==> src/rtl/ssbf_pkg.sv <==
// Shared types, register indexes and Thumb decode constants for the stack-scan backtrace filter.
package ssbf_pkg;

    localparam int MAX_DEPTH_DEFAULT   = 16;
    localparam int QUEUE_DEPTH_DEFAULT = 4;

    localparam int CFG_INDEX_W = 2;
    localparam int S_TDATA_W   = 104;
    localparam int M_TDATA_W   = 40;

    localparam logic [CFG_INDEX_W-1:0] CFG_CODE_BASE   = 2'd0;
    localparam logic [CFG_INDEX_W-1:0] CFG_CODE_LENGTH = 2'd1;
    localparam logic [CFG_INDEX_W-1:0] CFG_DEPTH_LIMIT = 2'd2;

    localparam logic [4:0] DEPTH_LIMIT_RESET = 5'd16;

    localparam logic KIND_START  = 1'b0;
    localparam logic KIND_WORD   = 1'b1;
    localparam logic RES_ENTRY   = 1'b0;
    localparam logic RES_SUMMARY = 1'b1;

    localparam logic [15:0] BL_MASK   = 16'hF800;
    localparam logic [15:0] BL_SUFFIX = 16'hF800;
    localparam logic [15:0] BL_PREFIX = 16'hF000;
    localparam logic [15:0] BX_MASK   = 16'hFF00;
    localparam logic [15:0] BX_CODE   = 16'h4700;

    typedef struct packed {
        logic        kind;
        logic [31:0] addr;
        logic [4:0]  idx;
        logic        last;
    } result_t;

    // One queued job: up to two results caused by one input word.
    typedef struct packed {
        logic    two;
        result_t first;
        result_t second;
    } entry_t;

    // BL immediate pair, or BX/BLX register form in the second halfword.
    function automatic logic is_call_site(input logic [15:0] h1, input logic [15:0] h2);
        logic bl;
        logic bx;
        bl = ((h2 & BL_MASK) == BL_SUFFIX) && ((h1 & BL_MASK) == BL_PREFIX);
        bx = (h2 & BX_MASK) == BX_CODE;
        return bl || bx;
    endfunction

endpackage

==> src/rtl/ssbf_front.sv <==
// Front end: configuration registers, walk state and classification of each accepted word.
module ssbf_front #(
    parameter int MAX_DEPTH = ssbf_pkg::MAX_DEPTH_DEFAULT
) (
    input  logic                               aclk,
    input  logic                               aresetn,
    input  logic                               cfg_we,
    input  logic [ssbf_pkg::CFG_INDEX_W-1:0]   cfg_index,
    input  logic [31:0]                        cfg_data,
    input  logic                               in_fire,
    input  logic                               in_kind,
    input  logic [31:0]                        in_word,
    input  logic [31:0]                        in_link,
    input  logic                               in_overflowed,
    input  logic [15:0]                        in_first_half,
    input  logic [15:0]                        in_second_half,
    input  logic                               in_final_word,
    output logic                               push,
    output ssbf_pkg::entry_t                   push_entry
);

    localparam int CW = $clog2(MAX_DEPTH + 1);
    localparam int EW = CW + 5;

    logic [31:0]   base_reg;
    logic [31:0]   length_reg;
    logic [32:0]   base4_reg;
    logic [32:0]   top_reg;
    logic [4:0]    limit_reg;

    logic [CW-1:0] count_reg, count_next;
    logic          linked_reg, linked_next;
    logic [31:0]   second_reg, second_next;

    logic [31:0]   link_addr;
    logic [31:0]   word_addr;
    logic [EW-1:0] count_ext;
    logic [EW-1:0] limit_ext;
    logic [EW-1:0] max_ext;
    logic          room;
    logic          link_ok;
    logic          dup;
    logic          word_ok;
    logic [CW-1:0] count_plus;
    logic [CW-1:0] word_count;
    logic [EW-1:0] cur_ext;
    logic [EW-1:0] word_count_ext;
    logic [4:0]    cur_idx;
    logic [4:0]    word_count_idx;

    // Range bounds are kept as 33-bit sums, refreshed whenever base or length is written.
    always_ff @(posedge aclk) begin
        if (!aresetn) begin
            base_reg   <= '0;
            length_reg <= '0;
            base4_reg  <= 33'd4;
            top_reg    <= '0;
            limit_reg  <= ssbf_pkg::DEPTH_LIMIT_RESET;
        end else if (cfg_we) begin
            unique case (cfg_index)
                ssbf_pkg::CFG_CODE_BASE: begin
                    base_reg  <= cfg_data;
                    base4_reg <= {1'b0, cfg_data} + 33'd4;
                    top_reg   <= {1'b0, cfg_data} + {1'b0, length_reg};
                end
                ssbf_pkg::CFG_CODE_LENGTH: begin
                    length_reg <= cfg_data;
                    top_reg    <= {1'b0, base_reg} + {1'b0, cfg_data};
                end
                ssbf_pkg::CFG_DEPTH_LIMIT: begin
                    limit_reg <= cfg_data[4:0];
                end
                default: begin
                end
            endcase
        end
    end

    assign link_addr  = in_link - 32'd1;
    assign word_addr  = in_word - 32'd1;
    assign count_ext  = {5'b0, count_reg};
    assign limit_ext  = {{CW{1'b0}}, limit_reg};
    assign max_ext    = EW'(MAX_DEPTH);
    assign room       = (count_ext < max_ext) && (count_ext < limit_ext);
    assign count_plus = count_reg + CW'(1);

    // Link: depth one; user must keep MAX_DEPTH >= 2 (unchecked); range or limit refuse it.
    assign link_ok = (link_addr >= base_reg) && ({1'b0, link_addr} <= top_reg) &&
                     (limit_reg > 5'd1);

    assign dup     = (count_reg == CW'(2)) && linked_reg && (word_addr == second_reg);
    assign word_ok = in_word[0] && ({1'b0, word_addr} >= base4_reg) &&
                     ({1'b0, word_addr} <= top_reg) && room &&
                     ssbf_pkg::is_call_site(in_first_half, in_second_half) && !dup;

    assign word_count     = word_ok ? count_plus : count_reg;
    assign cur_ext        = {5'b0, count_reg};
    assign word_count_ext = {5'b0, word_count};
    assign cur_idx        = cur_ext[4:0];
    assign word_count_idx = word_count_ext[4:0];

    always_comb begin
        push        = 1'b0;
        push_entry  = '0;
        count_next  = count_reg;
        linked_next = linked_reg;
        second_next = second_reg;
        if (in_kind == ssbf_pkg::KIND_START) begin
            count_next  = '0;
            linked_next = 1'b0;
            second_next = '0;
            if (!in_overflowed) begin
                push                   = 1'b1;
                push_entry.first.kind  = ssbf_pkg::RES_ENTRY;
                push_entry.first.addr  = in_word;
                push_entry.first.idx   = 5'd0;
                push_entry.first.last  = !link_ok;
                count_next             = CW'(1);
                if (link_ok) begin
                    push_entry.two         = 1'b1;
                    push_entry.second.kind = ssbf_pkg::RES_ENTRY;
                    push_entry.second.addr = link_addr;
                    push_entry.second.idx  = 5'd1;
                    push_entry.second.last = 1'b1;
                    count_next             = CW'(2);
                    linked_next            = 1'b1;
                    second_next            = link_addr;
                end
            end
        end else begin
            count_next = word_count;
            push       = word_ok || in_final_word;
            if (word_ok) begin
                push_entry.first.kind = ssbf_pkg::RES_ENTRY;
                push_entry.first.addr = word_addr;
                push_entry.first.idx  = cur_idx;
                push_entry.first.last = !in_final_word;
                if (in_final_word) begin
                    push_entry.two         = 1'b1;
                    push_entry.second.kind = ssbf_pkg::RES_SUMMARY;
                    push_entry.second.addr = '0;
                    push_entry.second.idx  = word_count_idx;
                    push_entry.second.last = 1'b1;
                end
            end else begin
                push_entry.first.kind = ssbf_pkg::RES_SUMMARY;
                push_entry.first.addr = '0;
                push_entry.first.idx  = word_count_idx;
                push_entry.first.last = 1'b1;
            end
        end
    end

    always_ff @(posedge aclk) begin
        if (!aresetn) begin
            count_reg  <= '0;
            linked_reg <= 1'b0;
            second_reg <= '0;
        end else if (in_fire) begin
            count_reg  <= count_next;
            linked_reg <= linked_next;
            second_reg <= second_next;
        end
    end

endmodule

==> src/rtl/ssbf_queue.sv <==
// Short job queue between the classifying front end and the result sequencer.
module ssbf_queue #(
    parameter int DEPTH = ssbf_pkg::QUEUE_DEPTH_DEFAULT
) (
    input  logic             aclk,
    input  logic             aresetn,
    input  logic             push,
    input  ssbf_pkg::entry_t push_entry,
    output logic             full,
    input  logic             pop,
    output logic             head_valid,
    output ssbf_pkg::entry_t head
);

    localparam int PW = (DEPTH > 1) ? $clog2(DEPTH) : 1;
    localparam int NW = $clog2(DEPTH + 1);

    ssbf_pkg::entry_t mem [DEPTH];

    logic [PW-1:0] wr_ptr_reg;
    logic [PW-1:0] rd_ptr_reg;
    logic [NW-1:0] fill_reg;
    logic          do_push;
    logic          do_pop;

    assign full       = (fill_reg == NW'(DEPTH));
    assign head_valid = (fill_reg != '0);
    assign head       = mem[rd_ptr_reg];
    assign do_push    = push && !full;
    assign do_pop     = pop && head_valid;

    always_ff @(posedge aclk) begin
        if (do_push) begin
            mem[wr_ptr_reg] <= push_entry;
        end
    end

    always_ff @(posedge aclk) begin
        if (!aresetn) begin
            wr_ptr_reg <= '0;
            rd_ptr_reg <= '0;
            fill_reg   <= '0;
        end else begin
            if (do_push) begin
                wr_ptr_reg <= (wr_ptr_reg == PW'(DEPTH - 1)) ? '0 : wr_ptr_reg + PW'(1);
            end
            if (do_pop) begin
                rd_ptr_reg <= (rd_ptr_reg == PW'(DEPTH - 1)) ? '0 : rd_ptr_reg + PW'(1);
            end
            if (do_push && !do_pop) begin
                fill_reg <= fill_reg + NW'(1);
            end else if (do_pop && !do_push) begin
                fill_reg <= fill_reg - NW'(1);
            end
        end
    end

endmodule

==> src/rtl/ssbf_back.sv <==
// Back end: splits each queued job into result words and holds them in the output register.
module ssbf_back (
    input  logic              aclk,
    input  logic              aresetn,
    input  logic              head_valid,
    input  ssbf_pkg::entry_t  head,
    output logic              pop,
    output logic              out_valid,
    input  logic              out_ready,
    output ssbf_pkg::result_t out_result
);

    logic              out_valid_reg;
    ssbf_pkg::result_t out_reg;
    logic              pend_valid_reg;
    ssbf_pkg::result_t pend_reg;
    logic              out_free;

    assign out_free   = !out_valid_reg || out_ready;
    // Take a new job only once the second result of the previous one is out.
    assign pop        = head_valid && out_free && !pend_valid_reg;
    assign out_valid  = out_valid_reg;
    assign out_result = out_reg;

    always_ff @(posedge aclk) begin
        if (!aresetn) begin
            out_valid_reg  <= 1'b0;
            pend_valid_reg <= 1'b0;
        end else if (out_free) begin
            if (pend_valid_reg) begin
                out_reg        <= pend_reg;
                out_valid_reg  <= 1'b1;
                pend_valid_reg <= 1'b0;
            end else if (head_valid) begin
                out_reg        <= head.first;
                out_valid_reg  <= 1'b1;
                pend_reg       <= head.second;
                pend_valid_reg <= head.two;
            end else begin
                out_valid_reg <= 1'b0;
            end
        end
    end

endmodule

==> src/rtl/stack_scan_backtrace_filter_core.sv <==
// Stack-scan backtrace filter: Thumb call-site checks on a stream of stack words.
// A result word is registered in the job queue, then in the output register.
// Throughput: one input word per cycle while the job queue has room; the output register
// sends one result per cycle when m_tready is high; a job's two results block new pops.
// Reset: synchronous on aresetn low; clears walk state, queue and output valid, and returns
// the code range to zero and the depth limit to sixteen.
module stack_scan_backtrace_filter_core #(
    parameter int MAX_DEPTH   = ssbf_pkg::MAX_DEPTH_DEFAULT,
    parameter int QUEUE_DEPTH = ssbf_pkg::QUEUE_DEPTH_DEFAULT
) (
    input  logic                               aclk,
    input  logic                               aresetn,
    input  logic                               cfg_valid,
    output logic                               cfg_ready,
    input  logic [ssbf_pkg::CFG_INDEX_W-1:0]   cfg_index,
    input  logic [31:0]                        cfg_data,
    input  logic                               s_tvalid,
    output logic                               s_tready,
    // word_value[31:0], link_value[63:32], overflowed[64], first_half[80:65],
    // second_half[96:81], zero pad[103:97]
    input  logic [ssbf_pkg::S_TDATA_W-1:0]     s_tdata,
    // kind[0]
    input  logic                               s_tuser,
    input  logic                               s_tlast,
    output logic                               m_tvalid,
    input  logic                               m_tready,
    // entry_address[31:0], entry_index[36:32], zero pad[39:37]
    output logic [ssbf_pkg::M_TDATA_W-1:0]     m_tdata,
    // result_kind[0]
    output logic                               m_tuser,
    output logic                               m_tlast
);

    logic              in_fire;
    logic              push;
    ssbf_pkg::entry_t  push_entry;
    logic              q_full;
    logic              pop;
    logic              head_valid;
    ssbf_pkg::entry_t  head;
    ssbf_pkg::result_t out_result;

    assign cfg_ready = 1'b1;
    assign s_tready  = !q_full;
    assign in_fire   = s_tvalid && s_tready;

    ssbf_front #(
        .MAX_DEPTH(MAX_DEPTH)
    ) u_front (
        .aclk          (aclk),
        .aresetn       (aresetn),
        .cfg_we        (cfg_valid && cfg_ready),
        .cfg_index     (cfg_index),
        .cfg_data      (cfg_data),
        .in_fire       (in_fire),
        .in_kind       (s_tuser),
        .in_word       (s_tdata[31:0]),
        .in_link       (s_tdata[63:32]),
        .in_overflowed (s_tdata[64]),
        .in_first_half (s_tdata[80:65]),
        .in_second_half(s_tdata[96:81]),
        .in_final_word (s_tlast),
        .push          (push),
        .push_entry    (push_entry)
    );

    ssbf_queue #(
        .DEPTH(QUEUE_DEPTH)
    ) u_queue (
        .aclk      (aclk),
        .aresetn   (aresetn),
        .push      (in_fire && push),
        .push_entry(push_entry),
        .full      (q_full),
        .pop       (pop),
        .head_valid(head_valid),
        .head      (head)
    );

    ssbf_back u_back (
        .aclk      (aclk),
        .aresetn   (aresetn),
        .head_valid(head_valid),
        .head      (head),
        .pop       (pop),
        .out_valid (m_tvalid),
        .out_ready (m_tready),
        .out_result(out_result)
    );

    assign m_tdata = {3'b0, out_result.idx, out_result.addr};
    assign m_tuser = out_result.kind;
    assign m_tlast = out_result.last;

    a_reset_idle: assert property (@(posedge aclk) !aresetn |=> !m_tvalid)
        else $error("result valid right after reset");

    a_summary_last: assert property (@(posedge aclk) disable iff (!aresetn)
        (m_tvalid && m_tuser == ssbf_pkg::RES_SUMMARY) |-> (m_tlast && m_tdata[31:0] == 32'd0))
        else $error("depth summary not closing its run or carrying an address");

    a_entry_index: assert property (@(posedge aclk) disable iff (!aresetn)
        (m_tvalid && m_tuser == ssbf_pkg::RES_ENTRY) |->
        ((MAX_DEPTH > 31) || (m_tdata[36:32] < 5'(MAX_DEPTH))))
        else $error("entry index beyond the depth bound");

    a_no_overflow: assert property (@(posedge aclk) disable iff (!aresetn)
        (q_full && !pop) |=> !s_tready)
        else $error("input ready while the job queue is still full");

endmodule
==> config.mk <==
export PLATFORM = sky130hd
export DESIGN_NAME = stack_scan_backtrace_filter_core
export DESIGN_NICKNAME = d
export VERILOG_FILES = /design/src/rtl/ssbf_pkg.sv /design/src/rtl/ssbf_front.sv /design/src/rtl/ssbf_queue.sv /design/src/rtl/ssbf_back.sv /design/src/rtl/stack_scan_backtrace_filter_core.sv
export SDC_FILE = /design/constraint.sdc
export NUM_CORES = 1
export LEC_CHECK = 0
export ABC_AREA = 1
export BUFFER_PORTS_ARGS = -buffer_cell sky130_fd_sc_hd__buf_4
export CORE_ASPECT_RATIO = 1.2
export CORE_MARGIN = 4
export CORE_UTILIZATION = 42
export CTS_CLUSTER_SIZE = 14
export DETAILED_ROUTE_END_ITERATION = 16
export PLACE_DENSITY_LB_ADDON = 0.2
export SKIP_LAST_GASP = 1
export SLEW_MARGIN = 10
export SYNTH_ARGS = -nofsm -noshare
export SYNTH_HDL_FRONTEND = slang
export SYNTH_HIERARCHICAL = 1
export SYNTH_SLANG_ARGS = --single-unit
==> constraint.sdc <==
create_clock -name aclk -period 7.8 [get_ports aclk]
set_input_delay 0.78 -clock aclk [delete_from_list [all_inputs] [get_ports aclk]]
set_output_delay 0.78 -clock aclk [all_outputs]
set_load 0.02 [all_outputs]
==> impl_results.md <==
* Vias in the first global route at roughly 24000
* Max FO, Critical Path at 15
* Final Cycle Share at 0.770
* CTS tree: done
* First-pass GRT wire length at between 100000 and 150000 um
* Hold WC Path Type: input port to flip-flop
* Core area at 72600 sq um
* Cell Area, Synth at between 30000 and 40000 sq um
* DR iter-0 viols at 2012
* Commonest non-fill, non-tap cell in the layout: nand2_1
* Status: completed
* Reg2reg start: u_front/count_reg[4]$_SDFFE_PN0P_
* I/O Pins at 190
* DRC at 0
* Hold buffer count at CTS at 0
* Final WS setup at 1800 ps
* Pwr Total at 8.99 mW
* Setup violators final at 0
* GPL Wtd Cong at between 0.9 and 1
* Worst r2r path cells at 15
* Synth area leader: edfxtp_1
* Max reg flops at about 320
* Worst hold start: m_tready
* Final antenna-violating net count at 0
* Vias post-DR at approximately 25000
* Cts bufs inserted at 60
* Top cell type's share of synthesized area at 0.384
* Synthesized flop and latch total at ~580
* Slowest cell on the critical path: nor2_4
* IO Port Bufs at around 160
* Final Hold Vio Count at 0
* Synthesized netlist cell count at around 3600
* Min Tclk post-route at ~6000 ps
* Initial antenna violation count at 5
* Worst Path Arrival at about 6300 ps
* Largest net degree at the start of global routing at a little under 100
* Worst path max stage delay at a little over 600 ps
* Setup TNS at 0 ps
* Post-detail-place hpwl at 66900 um
* Routed WL per cell at 19.8 um
* Max Clock Skew at between 20 and 30 ps
* Required time of the worst setup path at around 8100 ps
* Cell depth of the worst setup path at 30
* Vias/cell at roughly 5.4
* Peak supply drop at just under 200 uV
* Post-synth ARST share at 0
* Congestion Overflow GR at 0
* Crit. Startpoint: s_tdata[0]
* Die H at 305 um
* Crit path buf inv count at 5
* Syn. warnings at 6
* Post-CTS Setup Inserts at 0
* RSZ-0062 raised after global routing: false
* Largest delay share family, worst path: simple AND/OR/NAND/NOR gates
* Initial core utilization at 0.425
* PwrDens at between 200 and 300 nW/um^2
* M1 GR Usage at 0.300
* Drt first pass iters at 5
* EDFF count, synth at between 300 and 400
* CTS clk-pin slew, worst paths at 60 ps
* Worst hold stages at 4
* CTS Buffer Depth at 3
* Place WS at 1160 ps
* Post-synthesis cell type count at approximately 60
* Most common cell on crit path: nand2_1
* Top cells by area, synth: edfxtp_1, dfxtp_1, nand2_1
* Overall routing resource usage at 0.232
* Max-cap violations at 0
* Clk Latency, worst-skew pair at between 600 and 700 ps
* Slew of the pin with the lowest slew margin at about 1200 ps
* Setup slack, reg-to-reg at 3090 ps
* Area grow syn2layout at 13.0%
* Avg Inst Size Synth at ~8.6 sq um
* Final WL at between 90000 and 100000 um
* Htree depth at 2
* CTS resizes at 0
* Die area at slightly below 80000 sq um
* Most used DFF post-synth: edfxtp_1
* Final nets at a little over 4000
* CP endpoint kind: flip-flop
* Root Driver: clkbuf_16
* Max Freq at about 0.17 GHz
* Static leakage at 14.2 nW
* CP Launch Type: input port
* Worst Path Class, Setup: input port to flip-flop
* Share of layout cells above drive strength 1 at 0.0903
* GR Layer Usage met2 at 0.390
* Fin. max-slew vios at 0
* Rows at 108
* Die W at 255 um
* Sink Count at approximately 580
* Met3 usage at 0.0322
* Slew Limit Headroom at 0.185
* Gr busiest metal: met2
* Sequential share of the synthesized area at 0.502
* Most frequent cells in the layout: nand2_1, nor2_1, inv_1, edfxtp_1, o21ai_0
## Yosys cell counts (9+ instances only)
library cell  instances
nor3_1               27
buf_6                21
buf_2                21
nor4_1               13
o22ai_1              79
nor2_2                9
o21ai_0             289
nand3b_1             14
a21oi_1             255
xor2_1               50
o21a_1                9
nand2_1             699
nand3_1             187
clkbuf_1             85
dfxtp_1             182
ha_1                175
nand4_1              47
edfxtp_1            394
inv_1               404
o21ai_1              58
xnor2_1              18
nor2_1              435
a211oi_1             10
## layer usage
| metal | up-vias | wire (um) |
|---|---|---|
| met1 | 11800 | 38900 |
| met4 | 4 | 4250 |
| met3 | 192 | 5340 |
| li1 | 12400 | - |
| met5 | - | 21 |
| met2 | 756 | 44300 |
## logic make-up after synthesis
kind of cell,after synthesis,share of synthesized area
other,2,0.000244
AOI/OAI and AO/OA,742,0.129
buffers and inverters,556,0.0748
DFF,576,0.502
and+or+nand+nor,1473,0.202
adders and majority gates,177,0.0724
xor gates and xnor gates,68,0.0193
## where the power goes
part	leakage [nW]	total, mW	switching, mW	internal [mW]
combinational	8.03	2.25	1.56	0.690
clock	0.959	2.90	1.22	1.68
sequential	5.23	3.84	0.127	3.71
## worst reg2reg max path, stage by stage, from the launching register on
cell and delay [ps]:
dfxtp_1 430, ha_1 300, nor4_1 680, nand3_1 390
nor2_1 200, nand2_1 60, a21oi_1 380, nand2_4 180
nand2_1 120, o21ai_0 80, inv_1 50, inv_1 50
nor2_2 140, nand2_1 290, nor2_4 610, buf_4 390
## area by class of cell
class,instances,area [sq um]
repair buffers,192,1530
clock buffers,82,1650
multi-input cells,2464,13100
well taps,935,1170
inverters,414,1560
clock inverters,27,333
flip-flops and latches,576,15500
fillers,6970,37700
diodes,3,7.51
## through the flow
step | instances | hold WS (ps) | cell area [sq um] | util
after global placement | 4581 | 449 | 32800 | 0.453
after CTS | 4690 | 372 | 34800 | 0.480
final | 4693 | 413 | 34800 | 0.480
after floorplan | 3596 | 430 | 30800 | -
after global routing | 4692 | 388 | 34800 | 0.480
after detailed placement | 4581 | 452 | 32800 | 0.453
## path summary, 6_finish.rpt
kind                                                            end
worst min register to register  u_front/length_reg[29]$_SDFFE_PN0P_
worst min-delay path             u_back/pend_valid_reg$_SDFFE_PN0P_
worst max-delay path                    u_queue/mem[0][8]$_DFFE_PP_
worst max register to register          u_queue/mem[0][8]$_DFFE_PP_
No activity file was read; power rests on OpenSTA's default activity.
